`src/mor_pkg.sv`:
```
// shared constants and transaction types for the match outlier rejection unit
package mor_pkg;

  localparam int unsigned MaxMatches = 64;
  localparam int unsigned AddrW      = 6;
  localparam int unsigned CntW       = 7;
  localparam int unsigned DistW      = 16;
  localparam int unsigned SumW       = 38;
  localparam int unsigned ProdW      = 32;
  localparam int unsigned ThrW       = 20;
  localparam int unsigned CfgIdxW    = 2;
  localparam int unsigned CfgDataW   = 16;

  // register indexes
  localparam logic [CfgIdxW-1:0] CfgMinMatches = 2'd0;
  localparam logic [CfgIdxW-1:0] CfgRadius     = 2'd1;

  // reset values of the registers
  localparam logic [CntW-1:0]  MinMatchesRst = 7'd4;
  localparam logic [DistW-1:0] RadiusRst     = 16'd5120;

  // threshold floor, 2.0 pixels at four times the Q8.8 scale
  localparam logic [ThrW-1:0] ThrFloor = 20'd2048;

  typedef struct packed {
    logic [DistW-1:0] distance;
    logic             set_end;
  } in_item_t;

  typedef struct packed {
    logic [AddrW-1:0] match_index;
    logic             keep;
    logic [CntW-1:0]  outlier_count;
    logic             overflow;
    logic             final_res;
  } out_item_t;

endpackage

```
`src/mor_if.sv`:
```
// valid/ready channel interfaces for input and result transactions
interface mor_in_if;
  logic              valid;
  logic              ready;
  mor_pkg::in_item_t payload;
  modport source (output valid, output payload, input ready);
  modport sink   (input valid, input payload, output ready);
endinterface

interface mor_out_if;
  logic               valid;
  logic               ready;
  mor_pkg::out_item_t payload;
  modport source (output valid, output payload, input ready);
  modport sink   (input valid, input payload, output ready);
endinterface

```
`src/mor_ram.sv`:
```
// generic single write, single read ram with registered read data
module mor_ram #(
  parameter int unsigned Width = 16,
  parameter int unsigned Depth = 64
) (
  input  logic                     clk_i,
  input  logic                     we_i,
  input  logic [$clog2(Depth)-1:0] waddr_i,
  input  logic [Width-1:0]         wdata_i,
  input  logic [$clog2(Depth)-1:0] raddr_i,
  output logic [Width-1:0]         rdata_o
);

  logic [Width-1:0] mem_q [Depth];

  // write port and registered read port
  always_ff @(posedge clk_i) begin
    if (we_i) begin
      mem_q[waddr_i] <= wdata_i;
    end
    rdata_o <= mem_q[raddr_i];
  end

endmodule

```
`src/match_outlier_rejection_unit.sv`:
```
// top level: load distances, then divide, root, median select, count and keep pass
// loading takes one transaction per cycle while idle; the last one starts the run
// run length for n matches is set by the single ram read port walked by the median
// selection (n candidates times n compares)
// no input is taken during a run; results leave through a one-entry output register
// rst_ni clears the sequencer, counters and config registers; the distance store is not cleared
module match_outlier_rejection_unit (
  input  logic                           clk_i,
  input  logic                           rst_ni,
  input  logic                           cfg_we_i,
  input  logic [mor_pkg::CfgIdxW-1:0]    cfg_idx_i,
  input  logic [mor_pkg::CfgDataW-1:0]   cfg_data_i,
  mor_in_if.sink                         in_s,
  mor_out_if.source                      out_s
);

  localparam logic [2:0] StLoad = 3'd0;
  localparam logic [2:0] StFin  = 3'd1;
  localparam logic [2:0] StPrep = 3'd2;
  localparam logic [2:0] StDiv  = 3'd3;
  localparam logic [2:0] StSqrt = 3'd4;
  localparam logic [2:0] StMed  = 3'd5;
  localparam logic [2:0] StCnt  = 3'd6;
  localparam logic [2:0] StEmit = 3'd7;

  logic [2:0]                     state_q;
  logic [mor_pkg::CntW-1:0]       cnt_q;
  logic                           ovf_q;
  logic [mor_pkg::SumW-1:0]       sum_q;
  logic [mor_pkg::ProdW-1:0]      prod_q;
  logic                           prod_v_q;
  logic [mor_pkg::CntW-1:0]       min_q;
  logic [mor_pkg::DistW-1:0]      rad_q;
  logic [mor_pkg::SumW-1:0]       div_q;
  logic [mor_pkg::CntW-1:0]       rem_q;
  logic [5:0]                     step_q;
  logic [31:0]                    sq_op_q;
  logic [17:0]                    sq_rem_q;
  logic [15:0]                    root_q;
  logic [mor_pkg::CntW-1:0]       ci_q;
  logic [mor_pkg::CntW-1:0]       cj_q;
  logic                           rd_wait_q;
  logic                           cand_ok_q;
  logic [mor_pkg::DistW-1:0]      cand_q;
  logic [mor_pkg::CntW-1:0]       lt_q;
  logic [mor_pkg::CntW-1:0]       le_q;
  logic [mor_pkg::DistW-1:0]      va_q;
  logic [mor_pkg::DistW-1:0]      vb_q;
  logic [mor_pkg::ThrW-1:0]       thr_q;
  logic [mor_pkg::CntW-1:0]       inl_q;
  logic                           reject_q;
  logic [mor_pkg::CntW-1:0]       drop_q;
  logic                           emit_done_q;
  logic                           out_valid_q;
  mor_pkg::out_item_t             out_q;

  logic                           in_acc;
  logic                           store_en;
  logic [mor_pkg::AddrW-1:0]      raddr;
  logic [mor_pkg::DistW-1:0]      rdata;
  logic [7:0]                     div_trial;
  logic                           div_ge;
  logic [19:0]                    sq_trial;
  logic [19:0]                    sq_test;
  logic                           sq_ge;
  logic [mor_pkg::CntW-1:0]       n_last;
  logic [mor_pkg::CntW-1:0]       ka;
  logic [mor_pkg::CntW-1:0]       kb;
  logic [mor_pkg::CntW-1:0]       lt_n;
  logic [mor_pkg::CntW-1:0]       le_n;
  logic [16:0]                    m2;
  logic [mor_pkg::ThrW-1:0]       m5;
  logic [mor_pkg::ThrW-1:0]       r7;
  logic [mor_pkg::ThrW-1:0]       cap4;
  logic [mor_pkg::ThrW-1:0]       thr_max;
  logic [mor_pkg::ThrW-1:0]       thr_d;
  logic                           pass;
  logic [mor_pkg::CntW-1:0]       inl_n;
  logic                           out_free;

  // input handshake and store write
  assign in_s.ready = (state_q == StLoad);
  assign in_acc     = in_s.valid && in_s.ready;
  assign store_en   = in_acc && (cnt_q != mor_pkg::CntW'(mor_pkg::MaxMatches));

  // median walk reads the compare index, everything else the candidate/item index
  assign raddr = (state_q == StMed && cand_ok_q) ? cj_q[mor_pkg::AddrW-1:0]
                                                 : ci_q[mor_pkg::AddrW-1:0];

  mor_ram #(
    .Width (mor_pkg::DistW),
    .Depth (mor_pkg::MaxMatches)
  ) u_store (
    .clk_i   (clk_i),
    .we_i    (store_en),
    .waddr_i (cnt_q[mor_pkg::AddrW-1:0]),
    .wdata_i (in_s.payload.distance),
    .raddr_i (raddr),
    .rdata_o (rdata)
  );

  // one restoring divide step and one root step
  assign div_trial = {rem_q, div_q[mor_pkg::SumW-1]};
  assign div_ge    = div_trial >= {1'b0, cnt_q};
  assign sq_trial  = {sq_rem_q, sq_op_q[31:30]};
  assign sq_test   = {2'b00, root_q, 2'b01};
  assign sq_ge     = sq_trial >= sq_test;

  // median ranks and the running rank counts
  assign n_last = cnt_q - 7'd1;
  assign ka     = n_last >> 1;
  assign kb     = cnt_q >> 1;
  assign lt_n   = lt_q + {6'd0, (rdata < cand_q)};
  assign le_n   = le_q + {6'd0, (rdata <= cand_q)};

  // threshold at four times the q8.8 scale
  assign m2      = {1'b0, va_q} + {1'b0, vb_q};
  assign m5      = {1'b0, m2, 2'b00} + {3'b000, m2};
  assign r7      = {1'b0, root_q, 3'b000} - {4'd0, root_q};
  assign cap4    = {2'b00, rad_q, 2'b00};
  always_comb begin
    thr_max = mor_pkg::ThrFloor;
    if (m5 > thr_max) begin
      thr_max = m5;
    end
    if (r7 > thr_max) begin
      thr_max = r7;
    end
    thr_d = (cap4 < thr_max) ? cap4 : thr_max;
  end

  assign pass     = {2'b00, rdata, 2'b00} <= thr_q;
  assign inl_n    = inl_q + {6'd0, pass};
  assign out_free = !out_valid_q || out_s.ready;

  // configuration registers
  always_ff @(posedge clk_i or negedge rst_ni) begin
    if (!rst_ni) begin
      min_q <= mor_pkg::MinMatchesRst;
      rad_q <= mor_pkg::RadiusRst;
    end else if (cfg_we_i) begin
      unique case (cfg_idx_i)
        mor_pkg::CfgMinMatches: min_q <= cfg_data_i[mor_pkg::CntW-1:0];
        mor_pkg::CfgRadius:     rad_q <= cfg_data_i;
        default: ;
      endcase
    end
  end

  // square accumulation, one product register ahead of the adder
  always_ff @(posedge clk_i) begin
    if (store_en) begin
      prod_q <= mor_pkg::ProdW'(in_s.payload.distance) *
                mor_pkg::ProdW'(in_s.payload.distance);
    end
  end

  // threshold register
  always_ff @(posedge clk_i) begin
    thr_q <= thr_d;
  end

  // sequencer and datapath
  always_ff @(posedge clk_i or negedge rst_ni) begin
    if (!rst_ni) begin
      state_q     <= StLoad;
      cnt_q       <= '0;
      ovf_q       <= 1'b0;
      sum_q       <= '0;
      prod_v_q    <= 1'b0;
      div_q       <= '0;
      rem_q       <= '0;
      step_q      <= '0;
      sq_op_q     <= '0;
      sq_rem_q    <= '0;
      root_q      <= '0;
      ci_q        <= '0;
      cj_q        <= '0;
      rd_wait_q   <= 1'b0;
      cand_ok_q   <= 1'b0;
      cand_q      <= '0;
      lt_q        <= '0;
      le_q        <= '0;
      va_q        <= '0;
      vb_q        <= '0;
      inl_q       <= '0;
      reject_q    <= 1'b0;
      drop_q      <= '0;
      emit_done_q <= 1'b0;
      out_valid_q <= 1'b0;
    end else begin
      prod_v_q <= store_en;
      if (prod_v_q) begin
        sum_q <= sum_q + {6'd0, prod_q};
      end
      unique case (state_q)
        StLoad: begin
          if (in_acc) begin
            if (store_en) begin
              cnt_q <= cnt_q + 7'd1;
            end else begin
              ovf_q <= 1'b1;
            end
            if (in_s.payload.set_end) begin
              state_q <= StFin;
            end
          end
        end
        StFin: begin
          if (cnt_q == '0) begin
            sum_q   <= '0;
            ovf_q   <= 1'b0;
            state_q <= StLoad;
          end else begin
            state_q <= StPrep;
          end
        end
        StPrep: begin
          div_q   <= sum_q;
          rem_q   <= '0;
          step_q  <= '0;
          state_q <= StDiv;
        end
        StDiv: begin
          rem_q  <= div_ge ? 7'(div_trial - {1'b0, cnt_q}) : div_trial[6:0];
          div_q  <= {div_q[mor_pkg::SumW-2:0], div_ge};
          step_q <= step_q + 6'd1;
          if (step_q == 6'(mor_pkg::SumW - 1)) begin
            step_q  <= '0;
            state_q <= StSqrt;
          end
        end
        StSqrt: begin
          step_q <= step_q + 6'd1;
          if (step_q == '0) begin
            // mean of squares stays below 2^32
            sq_op_q  <= div_q[31:0];
            sq_rem_q <= '0;
            root_q   <= '0;
          end else begin
            sq_rem_q <= sq_ge ? 18'(sq_trial - sq_test) : sq_trial[17:0];
            root_q   <= {root_q[14:0], sq_ge};
            sq_op_q  <= {sq_op_q[29:0], 2'b00};
            if (step_q == 6'd16) begin
              ci_q      <= '0;
              cand_ok_q <= 1'b0;
              rd_wait_q <= 1'b0;
              state_q   <= StMed;
            end
          end
        end
        StMed: begin
          rd_wait_q <= !rd_wait_q;
          if (rd_wait_q) begin
            if (!cand_ok_q) begin
              cand_q    <= rdata;
              cand_ok_q <= 1'b1;
              cj_q      <= '0;
              lt_q      <= '0;
              le_q      <= '0;
            end else begin
              lt_q <= lt_n;
              le_q <= le_n;
              cj_q <= cj_q + 7'd1;
              if (cj_q == n_last) begin
                // candidate holds rank ka or kb when lt <= k < le
                if (lt_n <= ka && ka < le_n) begin
                  va_q <= cand_q;
                end
                if (lt_n <= kb && kb < le_n) begin
                  vb_q <= cand_q;
                end
                cand_ok_q <= 1'b0;
                ci_q      <= ci_q + 7'd1;
                if (ci_q == n_last) begin
                  ci_q    <= '0;
                  inl_q   <= '0;
                  state_q <= StCnt;
                end
              end
            end
          end
        end
        StCnt: begin
          rd_wait_q <= !rd_wait_q;
          if (rd_wait_q) begin
            inl_q <= inl_n;
            ci_q  <= ci_q + 7'd1;
            if (ci_q == n_last) begin
              reject_q    <= (cnt_q > min_q) && (inl_n >= min_q);
              drop_q      <= cnt_q - inl_n;
              ci_q        <= '0;
              emit_done_q <= 1'b0;
              state_q     <= StEmit;
            end
          end
        end
        StEmit: begin
          if (emit_done_q) begin
            if (out_s.ready) begin
              out_valid_q <= 1'b0;
            end
            if (out_free) begin
              cnt_q   <= '0;
              sum_q   <= '0;
              ovf_q   <= 1'b0;
              state_q <= StLoad;
            end
          end else if (!rd_wait_q) begin
            rd_wait_q <= 1'b1;
            if (out_s.ready) begin
              out_valid_q <= 1'b0;
            end
          end else if (out_free) begin
            out_valid_q               <= 1'b1;
            out_q.match_index         <= ci_q[mor_pkg::AddrW-1:0];
            out_q.keep                <= !reject_q || pass;
            out_q.outlier_count       <= (ci_q == n_last && reject_q) ? drop_q : '0;
            out_q.overflow            <= ovf_q;
            out_q.final_res           <= (ci_q == n_last);
            rd_wait_q                 <= 1'b0;
            ci_q                      <= ci_q + 7'd1;
            if (ci_q == n_last) begin
              emit_done_q <= 1'b1;
            end
          end
        end
        default: state_q <= StLoad;
      endcase
    end
  end

  assign out_s.valid   = out_valid_q;
  assign out_s.payload = out_q;

  // results appear only during the emit pass
  assert property (@(posedge clk_i) disable iff (!rst_ni)
    out_valid_q |-> (state_q == StEmit || state_q == StLoad))
    else $error("result valid outside the emit pass");

  // the store never holds more than its capacity
  assert property (@(posedge clk_i) disable iff (!rst_ni)
    cnt_q <= mor_pkg::CntW'(mor_pkg::MaxMatches))
    else $error("loaded count beyond capacity");

  // only the final result carries a dropped count
  assert property (@(posedge clk_i) disable iff (!rst_ni)
    (out_s.valid && !out_s.payload.final_res) |-> (out_s.payload.outlier_count == '0))
    else $error("dropped count on a non-final result");

  // a new run starts with cleared counters after the final result
  assert property (@(posedge clk_i) disable iff (!rst_ni)
    (state_q == StEmit && emit_done_q && out_free) |=> (cnt_q == '0 && !ovf_q))
    else $error("run state not cleared after the final result");

endmodule
```
`src/flat_wrapper.sv`:
```
// flat-port wrapper written by rule: the top's interface ports become plain ports
module match_outlier_rejection_unit_flat 
  (clk_i, rst_ni, cfg_we_i, cfg_idx_i, cfg_data_i, in_s_valid, in_s_payload, in_s_ready, out_s_valid, out_s_payload, out_s_ready);
  mor_in_if in_s_i ();
  mor_out_if out_s_i ();
  input  logic clk_i;
  input  logic rst_ni;
  input  logic cfg_we_i;
  input  logic [mor_pkg::CfgIdxW-1:0] cfg_idx_i;
  input  logic [mor_pkg::CfgDataW-1:0] cfg_data_i;
  input wire logic [$bits(in_s_i.valid)-1:0] in_s_valid;
  input wire logic [$bits(in_s_i.payload)-1:0] in_s_payload;
  output wire logic [$bits(in_s_i.ready)-1:0] in_s_ready;
  output wire logic [$bits(out_s_i.valid)-1:0] out_s_valid;
  output wire logic [$bits(out_s_i.payload)-1:0] out_s_payload;
  input wire logic [$bits(out_s_i.ready)-1:0] out_s_ready;
  assign in_s_i.valid = in_s_valid;
  assign in_s_i.payload = in_s_payload;
  assign in_s_ready = in_s_i.ready;
  assign out_s_valid = out_s_i.valid;
  assign out_s_payload = out_s_i.payload;
  assign out_s_i.ready = out_s_ready;
  match_outlier_rejection_unit u_core (.clk_i(clk_i), .rst_ni(rst_ni), .cfg_we_i(cfg_we_i), .cfg_idx_i(cfg_idx_i), .cfg_data_i(cfg_data_i), .in_s(in_s_i), .out_s(out_s_i));
endmodule
```
`config.mk`:
```
export PLATFORM = sky130hd
export DESIGN_NAME = match_outlier_rejection_unit_flat
export DESIGN_NICKNAME = d
export VERILOG_FILES = /design/src/mor_pkg.sv /design/src/mor_if.sv /design/src/mor_ram.sv /design/src/match_outlier_rejection_unit.sv /design/src/flat_wrapper.sv
export SDC_FILE = /design/constraint.sdc
export NUM_CORES = 2
export LEC_CHECK = 0
export ABC_CLOCK_PERIOD_IN_PS = 23000
export BUFFER_PORTS_ARGS = -buffer_cell sky130_fd_sc_hd__buf_2
export CORE_MARGIN = 4
export CORE_UTILIZATION = 50
export DETAILED_ROUTE_END_ITERATION = 10
export PLACE_DENSITY = 0.67
export SLEW_MARGIN = 20
export SYNTH_ARGS = -nofsm -noshare
export SYNTH_HDL_FRONTEND = slang
export SYNTH_SLANG_ARGS = --single-unit
```
`constraint.sdc`:
```
create_clock -name clk_i -period 23 [get_ports clk_i]
set_clock_uncertainty 0.05 [all_clocks]
set_input_delay 4.6 -clock clk_i [delete_from_list [all_inputs] [get_ports clk_i]]
set_output_delay 4.6 -clock clk_i [all_outputs]
set_load 0.01 [all_outputs]
```
==> summary.md <==
| Metric | Value |
|---|---|
| Final Hold Fails | `0` |
| Vias in the first global route | `43400` |
| Setup Fix Bufs, Post-CTS | `0` |
| CP bufs+invs | `5` |
| Worst min-delay path class | `register to register` |
| CTS Buf Count | `148` |
| PD cells | `84.0 nW/µm²` |
| Synth top area cells | `edfxtp_1 46%, dfrtp_1 10%, mux4_2 8.3%` |
| Final period util | `47.8%` |
| Synthesis-to-finish area growth | `10.8%` |
| # resized after CTS | `0` |
| CTS Hold Bufs | `0` |
| Setup TNS | `0 ns` |
| Hold WS | `0.416 ns` |
| Worst Path Required | `23.46 ns` |
| Drt wl/cell | `22.9 µm` |
| H-tree Lvls | `4` |
| Die width | `382 µm` |
| First-pass DRT Iterations | `5` |
| I/O Buffers | `57` |
| Placement row count | `136` |
| Slowest cell on crit path | `buf_4` |
| Worst IR drop on VDD | `0.151 mV` |
| Top cell type's share of synthesized area | `46.1%` |
| RSZ-0062 raised after global routing | `false` |
| Crit Path Class | `input pin to register` |
| Slew @ Worst Pin | `1.10 ns` |
| EDFF count, synth | `1071` |
| Area leader, netlist | `edfxtp_1` |
| Synth Register Bits | `1392` |
| Share of cells above drive strength 1 | `13.4%` |
| Synth warnings | `0` |
| Core ar. | `138000 µm²` |
| DRC | `0` |
| Initial Util | `50.5%` |
| Largest net degree at the start of global routing | `129` |
| GR Util All Layers | `23.1%` |
| CTS tree | `built` |
| Worst Path Max Fanout | `44` |
| Nets | `5795` |
| Clock sink count | `1392` |
| Remaining Overflow, GRT | `0` |
| Critical-path cell list | `buf_2 -> buf_4 -> inv_1 -> nor2_1 -> fa_1 -> fa_1 -> inv_1 -> fa_1 -> fa_1 -> fa_1 -> inv_1 -> fa_1 -> ha_1 -> a21o_1 -> a21oi_1 -> nor2b_1 -> nand2_1 -> a21o_1 -> nand3_1 -> nand3_1 -> and2_1 -> a311oi_1 -> xnor2_1` |
| Die area | `146000 µm²` |
| Crit path arrival time | `11.45 ns` |
| CTS Buffer Depth | `3` |
| Cell count after synthesis | `5167` |
| Fin crit period | `10.99 ns` |
| Mapped Area | `69800 µm²` |
| Max Clk Rate | `0.0910 GHz` |
| Clk Latency, worst-skew pair | `0.77 ns` |
| DR iter-0 viols | `3603` |
| Routed wire length | `166000 µm` |
| Worst setup SP type | `input pin` |
| Antenna-violating nets left | `0` |
| Via count | `42300` |
| Leak | `29.4 nW` |
| Seq/Total Area, Yosys | `57.4%` |
| CP delay by family, top | `adder cells` |
| Max cap viols | `0` |
| R2R Setup Slk | `12.33 ns` |
| Worst Setup End Kind | `register` |
| Antenna violations before repair | `5` |
| Fin. max-slew vios | `0` |
| Crit-path most repeated cell | `fa_1` |
| Synth unique cells | `97` |
| Hpwl dp | `106000 µm` |
| I/O pin count | `58` |
| GPL Wtd Cong | `0.845` |
| Most frequent cell after synthesis | `edfxtp_1` |
| Die Y | `382 µm` |
| CP max stage delay | `0.69 ns` |
| Ys flop type | `edfxtp_1` |
| First-pass GRT wire length | `258000 µm` |
| FFs w/ async S/R, synth | `20.5%` |
| Syn avg cell area | `13.5 µm²` |
| Final setup viols | `0` |
| Synth top cells by count | `1071 x edfxtp_1, 475 x nand2_1, 393 x inv_1, 325 x ha_1, 282 x dfrtp_1` |
| CTS clk-pin slew, worst paths | `0.06 ns` |
| Status | `completed` |
| Clock Tree Root | `clkbuf_16` |
| Relative slew slack | `26.9%` |
| DR vias/cell | `5.84` |
[flip-flops by register name (all words and copies together) (netlist names), 18 cells and up]
signal	cells
u_core.u_store.mem_q	1024
u_core.sum_q	38
u_core.sq_rem_q	18
u_core.thr_q	20
u_core.sq_op_q	32
u_core.div_q	38
u_core.prod_q	31
[worst reg2reg max path, delay by kind of cell, from the launching register on]
family	cells	cell delay, ns
adder cells (fa/ha/maj)	4	1.31
buffers and inverters	2	0.40
flip-flops	1	0.40
AND/OR/NAND/NOR	10	2.22
AO/OA/AOI/OAI	22	5.33
multiplexers	2	0.86
[power breakdown]
part           internal, mW  leakage [nW]  switching [mW]
Combinational         0.595          13.4           0.759
Sequential             2.80          13.6         0.00788
Clock                  1.34          2.32           0.994
[layer usage]
| layer | vias to the layer above | global-route usage [%] | routed length (µm) |
|---|---|---|---|
| li1 | 19200 | - | - |
| met5 | - | 0 | 0 |
| met2 | 1341 | 38.7 | 81600 |
| met4 | 0 | 6.77 | 4650 |
| met1 | 21500 | 31.1 | 68400 |
| met3 | 272 | 3.91 | 11300 |
[worst paths after layout]
kind / from / end / cells after the start
setup / recovery: in_s_payload[13] / u_core.prod_q[30] / 23
hold / removal: u_core.ovf_q / u_core.out_s.payload[1] / 0
setup reg to reg: u_core.vb_q[1] / u_core.thr_q[11] / 40
hold reg to reg: u_core.ovf_q / u_core.out_s.payload[1] / 0
max in group asynchronous: rst_ni / u_core.sum_q[16] / 3
min in group asynchronous: rst_ni / u_core.vb_q[13] / 1
[cell type report]
cell class | instances | area (µm²)
flip-flops and latches | 1392 | 40000
well taps | 1863 | 2330
inverters | 395 | 1480
diodes | 1 | 2.50
clock inverters | 66 | 698
clock buffers | 203 | 4060
multi-input cells | 3154 | 27500
repair buffers | 171 | 1210
fillers | 11100 | 60700
[logic make-up (layout without fill, tap and decap cells)]
| logic type | Yosys count | count (layout) | synth area share (%) |
|---|---|---|---|
| XOR/XNOR | 169 | 169 | 2.12 |
| AND/OR/NAND/NOR | 1228 | 1228 | 8.19 |
| other | 1 | 3 | 0.00538 |
| buffers and inverters | 622 | 835 | 3.39 |
| AO/OA/AOI/OAI | 879 | 879 | 8.13 |
| flip-flops | 1392 | 1392 | 57.4 |
| multiplexers | 383 | 383 | 10.1 |
| adder cells (fa/ha/maj) | 493 | 493 | 10.7 |
[placed cells by master (no fill, tap or decap), drive strengths merged, types with 16 or more instances in the layout]
cell type,instances
dfxtp,36
o21bai,22
a311oi,37
or2,16
nor2b,39
a21o,65
nand3,99
mux4,256
o21a,25
nand4,25
clkinv,47
a21oi,186
xnor2,107
a211oi,99
nand2b,35
nor2,268
inv,405
mux2i,101
mux2,26
nand2,476
dfrtp,282
or3,22
o21ai,253
xor2,62
nor3,46
and2,138
and3,30
clkbuf,203
ha,325
edfxtp,1071
a31oi,89
buf,171
fa,168
[stage by stage]
step / cell area, µm² / power, mW / utilization [%] / worst slack (ns) / cells
6_report: 77300 / 6.49 / 56.0 / 12.01 / 7245
5_1_grt: 77300 / 6.87 / 56.0 / 11.55 / 7244
4_1_cts: 77300 / 6.54 / 56.0 / 12.07 / 7243
3_5_place_dp: 72500 / 4.21 / 52.6 / 11.27 / 6974
3_3_place_gp: 72500 / 4.19 / 52.6 / 11.39 / 6974
2_1_floorplan: 69800 / 3.90 / - / 12.59 / 5168
Power figures use the tool's default switching activity.
